$ cat src/rtl/core/fap_pkg.sv
// Shared types, constants and reset values of the framed ASCII field parser.
package fap_pkg;

    // Default size of the frame body buffer, in bytes
    localparam int BUFFER_SIZE_DEF = 64;
    // Number of decimal fields the parser can hold
    localparam int FIELD_COUNT     = 4;

    // Register reset values
    localparam logic [7:0] START_BYTE_RST  = 8'd64;  // '@'
    localparam logic [7:0] END_BYTE_RST    = 8'd35;  // '#'
    localparam logic [6:0] MIN_LENGTH_RST  = 7'd7;
    localparam logic [2:0] FIELDS_USED_RST = 3'd4;

    // Character codes used by the scanner
    localparam logic [7:0] CH_TAB      = 8'd9;
    localparam logic [7:0] CH_NEWLINE  = 8'd10;
    localparam logic [7:0] CH_CR       = 8'd13;
    localparam logic [7:0] CH_SPACE    = 8'd32;
    localparam logic [7:0] CH_PLUS     = 8'd43;
    localparam logic [7:0] CH_COMMA    = 8'd44;
    localparam logic [7:0] CH_MINUS    = 8'd45;
    localparam logic [7:0] CH_ZERO     = 8'd48;
    localparam logic [7:0] CH_NINE     = 8'd57;

    // Configuration register indexes
    typedef enum logic [1:0] {
        REG_START_BYTE  = 2'd0,
        REG_END_BYTE    = 2'd1,
        REG_MIN_LENGTH  = 2'd2,
        REG_FIELDS_USED = 2'd3
    } t_reg_index;

    // Scanner phases
    typedef enum logic [1:0] {
        PH_START  = 2'd0,
        PH_SIGN   = 2'd1,
        PH_DIGITS = 2'd2,
        PH_DONE   = 2'd3
    } t_scan_phase;

    typedef logic signed [15:0] t_value;

    // One result as held in the output register
    typedef struct packed {
        t_value     first_value;
        t_value     second_value;
        t_value     third_value;
        t_value     fourth_value;
        logic [2:0] fields_converted;
        logic       length_accepted;
    } t_result;

endpackage

$ cat src/rtl/core/fap_if.sv
// Channel interfaces of the framed ASCII field parser: bytes, results, configuration.
interface fap_byte_if;
    logic       valid;
    logic       ready;
    logic [7:0] rx_byte;

    modport source (output valid, output rx_byte, input ready);
    modport sink   (input valid, input rx_byte, output ready);
endinterface

interface fap_result_if;
    logic               valid;
    logic               ready;
    logic signed [15:0] first_value;
    logic signed [15:0] second_value;
    logic signed [15:0] third_value;
    logic signed [15:0] fourth_value;
    logic [2:0]         fields_converted;
    logic               length_accepted;

    modport source (output valid, output first_value, output second_value,
                    output third_value, output fourth_value,
                    output fields_converted, output length_accepted, input ready);
    modport sink   (input valid, input first_value, input second_value,
                    input third_value, input fourth_value,
                    input fields_converted, input length_accepted, output ready);
endinterface

interface fap_cfg_if;
    logic       valid;
    logic       ready;
    logic [1:0] reg_index;
    logic [7:0] wr_data;

    modport source (output valid, output reg_index, output wr_data, input ready);
    modport sink   (input valid, input reg_index, input wr_data, output ready);
endinterface

$ cat src/rtl/core/framed_ascii_csv_int_parser_top.sv
// Top level of the framed ASCII comma-separated decimal field parser.
//
//  port    | dir | request carries                         | handshake
//  --------+-----+-----------------------------------------+-------------
//  i_in    | in  | rx_byte, one received byte              | valid/ready
//  o_res   | out | four held values, fields_converted, ok  | valid/ready
//  i_cfg   | in  | reg_index, wr_data                      | valid/ready
//
//  One byte is taken per cycle while i_in.ready is high; its scan step and any commit finish in that cycle,
//  so a result appears in the output register on the edge after the end byte.
//  Throughput is one byte per cycle, limited only by the single output register.
//  i_in.ready drops only while a result sits in the output register and o_res.ready is low.
//  Reset (synchronous, active low) clears the frame state, held values and registers.
//  Configuration writes are always taken.
module framed_ascii_csv_int_parser_top #(
    parameter int BUFFER_SIZE = fap_pkg::BUFFER_SIZE_DEF
) (
    input  logic         i_clk,
    input  logic         i_rst_n,
    fap_byte_if.sink     i_in,
    fap_result_if.source o_res,
    fap_cfg_if.sink      i_cfg
);
    import fap_pkg::*;

    localparam int CW = $clog2(BUFFER_SIZE + 1);
    localparam int SW = (CW + 1 > 7) ? CW + 1 : 7;

    // Configuration registers
    logic [7:0] r_start_byte;
    logic [7:0] r_end_byte;
    logic [6:0] r_min_length;
    logic [2:0] r_fields_used;

    // Frame and scanner state
    logic          r_in_frame, n_in_frame;
    logic [CW-1:0] r_count, n_count;
    logic [2:0]    r_fidx, n_fidx;
    t_scan_phase   r_phase, n_phase;
    logic          r_neg, n_neg;
    logic [15:0]   r_acc, n_acc;
    t_value        r_pend [FIELD_COUNT];
    t_value        n_pend [FIELD_COUNT];
    t_value        r_held [FIELD_COUNT];
    t_value        n_held [FIELD_COUNT];

    // Output register
    logic    r_out_valid, n_out_valid;
    t_result r_out, n_out;

    // Scanner outputs for the current character
    logic [7:0]  scan_c;
    logic        scan_en;
    logic [2:0]  lim;
    logic        is_digit, is_space;
    logic [15:0] digit_val;
    logic [2:0]  sc_fidx;
    t_scan_phase sc_phase;
    logic        sc_neg;
    logic [15:0] sc_acc;
    t_value      sc_pend [FIELD_COUNT];

    // Commit signals
    logic          emit;
    logic [SW-1:0] stored;
    logic          len_ok;
    logic [2:0]    conv;

    logic in_fire;
    logic out_fire;

    assign i_in.ready  = !r_out_valid || o_res.ready;
    assign i_cfg.ready = 1'b1;
    assign in_fire     = i_in.valid && i_in.ready;
    assign out_fire    = r_out_valid && o_res.ready;

    // Write configuration registers
    always_ff @(posedge i_clk) begin
        if (!i_rst_n) begin
            r_start_byte  <= START_BYTE_RST;
            r_end_byte    <= END_BYTE_RST;
            r_min_length  <= MIN_LENGTH_RST;
            r_fields_used <= FIELDS_USED_RST;
        end else if (i_cfg.valid) begin
            unique case (t_reg_index'(i_cfg.reg_index))
                REG_START_BYTE:  r_start_byte  <= i_cfg.wr_data;
                REG_END_BYTE:    r_end_byte    <= i_cfg.wr_data;
                REG_MIN_LENGTH:  r_min_length  <= i_cfg.wr_data[6:0];
                REG_FIELDS_USED: r_fields_used <= i_cfg.wr_data[2:0];
                default: ;
            endcase
        end
    end

    // Classify the character and clamp the field limit
    assign lim       = (r_fields_used > 3'(FIELD_COUNT)) ? 3'(FIELD_COUNT) : r_fields_used;
    assign is_digit  = (scan_c >= CH_ZERO) && (scan_c <= CH_NINE);
    assign is_space  = (scan_c == CH_SPACE) || ((scan_c >= CH_TAB) && (scan_c <= CH_CR));
    assign digit_val = {8'd0, scan_c - CH_ZERO};

    // Advance the scanner by one character
    always_comb begin
        sc_fidx  = r_fidx;
        sc_phase = r_phase;
        sc_neg   = r_neg;
        sc_acc   = r_acc;
        sc_pend  = r_pend;
        if (r_phase != PH_DONE && r_fidx >= lim) begin
            sc_phase = PH_DONE;
        end else begin
            unique case (r_phase)
                PH_START: begin
                    if (is_space) begin
                        sc_phase = PH_START;
                    end else if (scan_c == CH_PLUS || scan_c == CH_MINUS) begin
                        sc_neg   = (scan_c == CH_MINUS);
                        sc_phase = PH_SIGN;
                    end else if (is_digit) begin
                        sc_neg   = 1'b0;
                        sc_acc   = digit_val;
                        sc_phase = PH_DIGITS;
                    end else begin
                        sc_phase = PH_DONE;
                    end
                end
                PH_SIGN: begin
                    if (is_digit) begin
                        sc_acc   = digit_val;
                        sc_phase = PH_DIGITS;
                    end else begin
                        sc_phase = PH_DONE;
                    end
                end
                PH_DIGITS: begin
                    if (is_digit) begin
                        sc_acc = 16'(r_acc * 16'd10 + digit_val);
                    end else begin
                        sc_pend[r_fidx[1:0]] = r_neg ? t_value'(16'd0 - r_acc)
                                                     : t_value'(r_acc);
                        sc_fidx  = r_fidx + 3'd1;
                        sc_acc   = 16'd0;
                        sc_neg   = 1'b0;
                        sc_phase = (scan_c == CH_COMMA && (r_fidx + 3'd1) < lim)
                                   ? PH_START : PH_DONE;
                    end
                end
                default: sc_phase = PH_DONE;
            endcase
        end
    end

    // Frame control, commit and result capture
    always_comb begin
        n_in_frame  = r_in_frame;
        n_count     = r_count;
        n_fidx      = r_fidx;
        n_phase     = r_phase;
        n_neg       = r_neg;
        n_acc       = r_acc;
        n_pend      = r_pend;
        n_held      = r_held;
        n_out_valid = r_out_valid && !o_res.ready;
        n_out       = r_out;
        scan_c      = i_in.rx_byte;
        scan_en     = 1'b0;
        emit        = 1'b0;

        if (in_fire && r_in_frame) begin
            if (i_in.rx_byte != r_end_byte) begin
                scan_en = (r_count < CW'(BUFFER_SIZE));
            end else begin
                scan_c  = CH_NEWLINE;
                scan_en = 1'b1;
                emit    = 1'b1;
            end
        end

        stored = ((SW'(r_count) + SW'(1)) > SW'(BUFFER_SIZE)) ? SW'(BUFFER_SIZE)
                                                              : SW'(r_count) + SW'(1);
        len_ok = (stored >= SW'(r_min_length));
        conv   = len_ok ? ((sc_fidx > 3'(FIELD_COUNT)) ? 3'(FIELD_COUNT) : sc_fidx) : 3'd0;

        if (scan_en) begin
            n_count = r_count + CW'(1);
            n_fidx  = sc_fidx;
            n_phase = sc_phase;
            n_neg   = sc_neg;
            n_acc   = sc_acc;
            n_pend  = sc_pend;
        end

        if (in_fire && !r_in_frame && i_in.rx_byte == r_start_byte) begin
            n_in_frame = 1'b1;
            n_count    = '0;
            n_fidx     = 3'd0;
            n_phase    = PH_START;
            n_neg      = 1'b0;
            n_acc      = 16'd0;
        end

        if (emit) begin
            for (int i = 0; i < FIELD_COUNT; i++) begin
                if (3'(i) < conv) begin
                    n_held[i] = sc_pend[i];
                end
            end
            n_in_frame             = 1'b0;
            n_count                = '0;
            n_fidx                 = 3'd0;
            n_phase                = PH_START;
            n_neg                  = 1'b0;
            n_acc                  = 16'd0;
            n_out_valid            = 1'b1;
            n_out.first_value      = n_held[0];
            n_out.second_value     = n_held[1];
            n_out.third_value      = n_held[2];
            n_out.fourth_value     = n_held[3];
            n_out.fields_converted = conv;
            n_out.length_accepted  = len_ok;
        end
    end

    // Hold state; clear on reset
    always_ff @(posedge i_clk) begin
        if (!i_rst_n) begin
            r_in_frame  <= 1'b0;
            r_count     <= '0;
            r_fidx      <= 3'd0;
            r_phase     <= PH_START;
            r_neg       <= 1'b0;
            r_acc       <= 16'd0;
            r_out_valid <= 1'b0;
            for (int i = 0; i < FIELD_COUNT; i++) begin
                r_pend[i] <= '0;
                r_held[i] <= '0;
            end
        end else begin
            r_in_frame  <= n_in_frame;
            r_count     <= n_count;
            r_fidx      <= n_fidx;
            r_phase     <= n_phase;
            r_neg       <= n_neg;
            r_acc       <= n_acc;
            r_out_valid <= n_out_valid;
            r_pend      <= n_pend;
            r_held      <= n_held;
        end
    end

    // Output payload register
    always_ff @(posedge i_clk) begin
        r_out <= n_out;
    end

    assign o_res.valid            = r_out_valid;
    assign o_res.first_value      = r_out.first_value;
    assign o_res.second_value     = r_out.second_value;
    assign o_res.third_value      = r_out.third_value;
    assign o_res.fourth_value     = r_out.fourth_value;
    assign o_res.fields_converted = r_out.fields_converted;
    assign o_res.length_accepted  = r_out.length_accepted;

`ifndef SYNTHESIS
    // A rejected length never reports converted fields
    a_reject_no_fields: assert property (@(posedge i_clk) disable iff (!i_rst_n)
        r_out_valid |-> (r_out.length_accepted || r_out.fields_converted == 3'd0))
        else $error("fields reported for a rejected frame");

    // Idle state carries no frame leftovers
    a_idle_clean: assert property (@(posedge i_clk) disable iff (!i_rst_n)
        !r_in_frame |-> (r_count == '0 && r_fidx == 3'd0 && r_phase == PH_START))
        else $error("frame state not cleared while idle");

    // The body count saturates at the buffer size
    a_count_bound: assert property (@(posedge i_clk) disable iff (!i_rst_n)
        r_count <= CW'(BUFFER_SIZE))
        else $error("byte count beyond buffer size");

    // An end byte inside a frame always loads a result
    a_end_loads: assert property (@(posedge i_clk) disable iff (!i_rst_n)
        (in_fire && r_in_frame && i_in.rx_byte == r_end_byte) |=> (r_out_valid && !r_in_frame))
        else $error("end byte did not produce a result");
`endif

endmodule

$ cat src/flat_wrapper.sv
// flat-port wrapper written by rule: the top's interface ports become plain ports
module framed_ascii_csv_int_parser_top_flat import fap_pkg::*;
#(
    parameter int BUFFER_SIZE = fap_pkg::BUFFER_SIZE_DEF
)
  (i_clk, i_rst_n, i_in_valid, i_in_rx_byte, i_in_ready, o_res_valid, o_res_first_value, o_res_second_value, o_res_third_value, o_res_fourth_value, o_res_fields_converted, o_res_length_accepted, o_res_ready, i_cfg_valid, i_cfg_reg_index, i_cfg_wr_data, i_cfg_ready);
  fap_byte_if i_in_i ();
  fap_result_if o_res_i ();
  fap_cfg_if i_cfg_i ();
  input  logic i_clk;
  input  logic i_rst_n;
  input wire logic [$bits(i_in_i.valid)-1:0] i_in_valid;
  input wire logic [$bits(i_in_i.rx_byte)-1:0] i_in_rx_byte;
  output wire logic [$bits(i_in_i.ready)-1:0] i_in_ready;
  output wire logic [$bits(o_res_i.valid)-1:0] o_res_valid;
  output wire logic [$bits(o_res_i.first_value)-1:0] o_res_first_value;
  output wire logic [$bits(o_res_i.second_value)-1:0] o_res_second_value;
  output wire logic [$bits(o_res_i.third_value)-1:0] o_res_third_value;
  output wire logic [$bits(o_res_i.fourth_value)-1:0] o_res_fourth_value;
  output wire logic [$bits(o_res_i.fields_converted)-1:0] o_res_fields_converted;
  output wire logic [$bits(o_res_i.length_accepted)-1:0] o_res_length_accepted;
  input wire logic [$bits(o_res_i.ready)-1:0] o_res_ready;
  input wire logic [$bits(i_cfg_i.valid)-1:0] i_cfg_valid;
  input wire logic [$bits(i_cfg_i.reg_index)-1:0] i_cfg_reg_index;
  input wire logic [$bits(i_cfg_i.wr_data)-1:0] i_cfg_wr_data;
  output wire logic [$bits(i_cfg_i.ready)-1:0] i_cfg_ready;
  assign i_in_i.valid = i_in_valid;
  assign i_in_i.rx_byte = i_in_rx_byte;
  assign i_in_ready = i_in_i.ready;
  assign o_res_valid = o_res_i.valid;
  assign o_res_first_value = o_res_i.first_value;
  assign o_res_second_value = o_res_i.second_value;
  assign o_res_third_value = o_res_i.third_value;
  assign o_res_fourth_value = o_res_i.fourth_value;
  assign o_res_fields_converted = o_res_i.fields_converted;
  assign o_res_length_accepted = o_res_i.length_accepted;
  assign o_res_i.ready = o_res_ready;
  assign i_cfg_i.valid = i_cfg_valid;
  assign i_cfg_i.reg_index = i_cfg_reg_index;
  assign i_cfg_i.wr_data = i_cfg_wr_data;
  assign i_cfg_ready = i_cfg_i.ready;
  framed_ascii_csv_int_parser_top #(.BUFFER_SIZE(BUFFER_SIZE)) u_core (.i_clk(i_clk), .i_rst_n(i_rst_n), .i_in(i_in_i), .o_res(o_res_i), .i_cfg(i_cfg_i));
endmodule
$ cat config.mk
export PLATFORM = sky130hd
export DESIGN_NAME = framed_ascii_csv_int_parser_top_flat
export DESIGN_NICKNAME = d
export VERILOG_FILES = /design/src/rtl/core/fap_pkg.sv /design/src/rtl/core/fap_if.sv /design/src/rtl/core/framed_ascii_csv_int_parser_top.sv /design/src/flat_wrapper.sv
export SDC_FILE = /design/constraint.sdc
export NUM_CORES = 1
export LEC_CHECK = 0
export ABC_CLOCK_PERIOD_IN_PS = 5600
export BUFFER_PORTS_ARGS = -buffer_cell sky130_fd_sc_hd__buf_2
export CAP_MARGIN = 20
export CORE_UTILIZATION = 56
export CTS_CLUSTER_DIAMETER = 40
export DETAILED_ROUTE_END_ITERATION = 10
export PLACE_DENSITY = 0.75
export SYNTH_ARGS = -nofsm -noshare
export SYNTH_HDL_FRONTEND = slang
export SYNTH_SLANG_ARGS = --single-unit
export TNS_END_PERCENT = 5
$ cat constraint.sdc
create_clock -name i_clk -period 5.6 [get_ports i_clk]
set_input_delay 1.12 -clock i_clk [delete_from_list [all_inputs] [get_ports i_clk]]
set_output_delay 1.12 -clock i_clk [all_outputs]
set_load 0.05 [all_outputs]
==> impl_metrics.toml <==
[drt]
route.final.wire_length_um = 30400
dr.pass1.iters = 5
vias_per_cell = 5.76
ant_nets = 0
routedWlPerCell_um = 17.5
drc = 0
initialDrtViolationCount = 684
vias = 10000

[layout]
antennaDiodeCount = 0
fin_area_um2 = 15200
nNetsFinal = 1472
area_delta_synth_final_pct = 13.6
drive_above_1_share_pct = 20.9

[timing]
grt_setup_unrepaired = "false"
slew_violations = 0
max-slew-margin-rel_pct = 26.5
period_minus_slack_ns = 4.85
hold_viol_final = 0
setup_viol = 0
fmaxAchievable_ghz = 0.206
fin_skew_ns = 0.0260
finalSetupTns_ns = 0
tightest_slew_ns = 1.09
fin_crit_sh_pct = 86.6

[grt]
grt_usage_pct = 25.1
grt_max_degree = 88
grt_pass1_wl_um = 48400
gr-total-overflow = 0
grt_pass1_vias = 9403
antenna_found_initial = 0

[floorplanning]
core_um2 = 23400
die_h_um = 156
start_util_pct = 57.0
die_x_um = 156
io_pins = 94
dieArea_um2 = 24500
num_rows = 56

[worst_setup_path]
required_ns = 5.85
cp_slowest_cell = "o211ai_2"
path_class = "flop to flop"
endpoint = "u_core.o_res.second_value[1]"
worstReg2RegEnd = "u_core.o_res.second_value[1]"
path_cells = "ha_1 > nand3_1 > nor2_1 > nand3_1 > o21ai_0 > nor2_1 > or2_2 > ha_1 > nand2b_1 > a21o_1 > a21o_1 > a211oi_1 > o31a_1 > buf_4 > clkinv_1 > o211ai_2 > mux2_2"
crit_arrival_ns = 5.10
cp_max_fo = 36
crit_path_start_kind = "flop"
cp.depth = 17
critPathCaptureType = "flop"
startpoint = "u_core.r_count[0]"
critical-path-max-stage-delay_ns = 0.50
reg2regPathDepth = 17
cpLargestDelayFamily = "compound AO/OA/AOI/OAI gates"
r2r_start = "u_core.r_count[0]"
path_buf_inv = 2
rrSetupSlack_ns = 0.75

[cts]
cts_hold_buffers = 0
htree_num_levels = 2
clock-sinks = 253
clk_latency_ns = 0.52
cts_root_buf = "clkbuf_16"
clkTransAtPathRegs_ns = 0.06
cts.path.max_buffers = 3
cts_tree = "done"
cts_buffers = 34
cts.repair.resized = 0
post_cts_buffers = 0

[yosys]
synth-seq-area-share_pct = 43.0
yosys-top-cells-area = "dfxtp_1 28%, edfxtp_1 15%, mux2_2 7.7%"
ys_types = 77
yosysWarnings = 0
synth-seq-cells = 253
async_flop_share_pct = 0
yosysTopAreaCell = "dfxtp_1"
synth_flop_cell = "dfxtp_1"
synth_most_common_cell = "dfxtp_1"
synth_nets = 1405
yosys.area.top_type_share_pct = 27.7
syn_area_per_cell_um2 = 10.1
syn_area_um2 = 13300
synth_edf_count = 68
netlist_instances = 1327
synth_common_cells = "185 x dfxtp_1, 136 x nand2_1, 91 x mux2_2"

[placement]
globalplace.congestion = 0.855
io_buffers = 92
hpwlAfterDp_um = 20900
postPlaceCellArea_um2 = 14000

[job]
maxCapViolCount = 0

[power_and_ir_drop]
power_density_nw_per_um2 = 272
leakage_nw = 6.95
ir_worst_vdd_v = 0.000205

[min_path]
hold_class = "flop to flop"

[run_status]
outcome = "finished, final reports clean"
==> layout make-up <==
type	count	area [um^2]
fillers	1916	8240
multi-input cells	953	7090
flip-flops and latches	253	5750
clock buffers	43	978
repair buffers	116	647
well taps	319	399
clock inverters	18	170
inverters	36	135
==> metrics by stage <==
| step | utilization, % | worst slack, ns | instances | power, mW | hold slack [ns] |
|---|---|---|---|---|---|
| 3_3_place_gp | 59.8 | 0.647 | 1676 | 2.03 | 0.437 |
| 3_5_place_dp | 59.9 | 0.520 | 1677 | 2.03 | 0.441 |
| 6_report | 64.8 | 0.750 | 1738 | 4.13 | 0.457 |
| 2_1_floorplan | - | 0.673 | 1327 | 2.00 | 0.426 |
| 5_1_grt | 64.8 | 0.445 | 1738 | 4.25 | 0.471 |
| 4_1_cts | 64.8 | 0.757 | 1738 | 4.16 | 0.457 |
==> registers in the layout (all words and copies together) (netlist names), 7 cells and up <==
register	flops
u_core.o_res.fourth_value	16
u_core.r_start_byte	8
u_core.r_count	7
u_core.r_pend	64
u_core.r_min_length	7
u_core.r_acc	16
u_core.r_end_byte	8
u_core.o_res.third_value	16
u_core.o_res.second_value	16
u_core.r_held	64
u_core.o_res.first_value	16
==> per-layer routing <==
layer  vias to the layer above  track usage, %  share of wire [%]
met5                         -               0                  0
met4                         0            9.57                3.1
met3                        63            3.35                4.9
met2                       252            40.7                 46
met1                      4795            34.0                 46
li1                       4903               -                  -
==> worst register-to-register path, delay by kind of cell, from the launching register on <==
family                   cells  cell delay, ns
AO/OA/AOI/OAI                6            1.41
adder cells (fa/ha/maj)      2            0.52
buffers and inverters        2            0.73
flip-flops                   1            0.41
multiplexers                 1            0.44
AND/OR/NAND/NOR              6            1.08
==> report_power, final <==
part / switching, mW / internal, mW / total, mW
clock: 0.830 / 1.31 / 2.14
sequential: 0.00435 / 1.87 / 1.88
combinational: 0.0697 / 0.0414 / 0.111
total: 0.904 / 3.22 / 4.13
==> kinds of logic (layout without fill, tap and decap cells) <==
group,after synthesis,after routing,synth area share (%)
other,1,1,0.0281
adders and majority gates,55,55,5.27
muxes,155,155,12.5
and+or+nand+nor,390,390,14.5
buffers and inverters,121,213,3.99
xor gates and xnor gates,72,72,4.72
AOI/OAI and AO/OA,280,280,15.9
DFF,253,253,43.0
==> how the worst min path moves through the flow <==
stage	from	end	slack (ns)	cells after the start
2_1_floorplan	u_core.r_held[10]	u_core.r_held[10]	0.43	1
3_3_place_gp	u_core.r_held[8]	u_core.r_held[8]	0.44	1
3_5_place_dp	u_core.r_held[5]	u_core.r_held[5]	0.44	1
4_1_cts	u_core.r_held[21]	u_core.r_held[21]	0.46	2
5_1_grt	u_core.r_held[10]	u_core.r_held[10]	0.47	1
6_report	u_core.r_held[10]	u_core.r_held[10]	0.46	1
==> cells in the final DEF (no fill, tap or decap), types with 4 or more instances in the layout <==
| master | instances |
|---|---|
| edfxtp_1 | 68 |
| buf_4 | 24 |
| o211a_1 | 58 |
| a21o_1 | 7 |
| nand2_1 | 136 |
| nand2b_1 | 11 |
| mux2i_1 | 64 |
| nor2b_1 | 59 |
| ha_1 | 53 |
| o22ai_1 | 4 |
| xnor2_1 | 39 |
| o2bb2ai_1 | 16 |
| and3_1 | 4 |
| clkinv_2 | 4 |
| a21oi_1 | 47 |
| mux2_2 | 91 |
| o2111ai_1 | 4 |
| buf_2 | 91 |
| o31ai_1 | 20 |
| a21boi_0 | 10 |
| nor3_1 | 17 |
| o21a_1 | 11 |
| nor2_1 | 71 |
| xor2_1 | 32 |
| and2_1 | 6 |
| inv_1 | 34 |
| or3_1 | 8 |
| nand3_1 | 37 |
| a211oi_1 | 12 |
| or2_2 | 6 |
| o21ai_0 | 52 |
| o31a_1 | 6 |
| dfxtp_1 | 185 |
| clkbuf_16 | 37 |
| nor4_1 | 7 |
No activity file was read; power rests on OpenSTA's default activity.
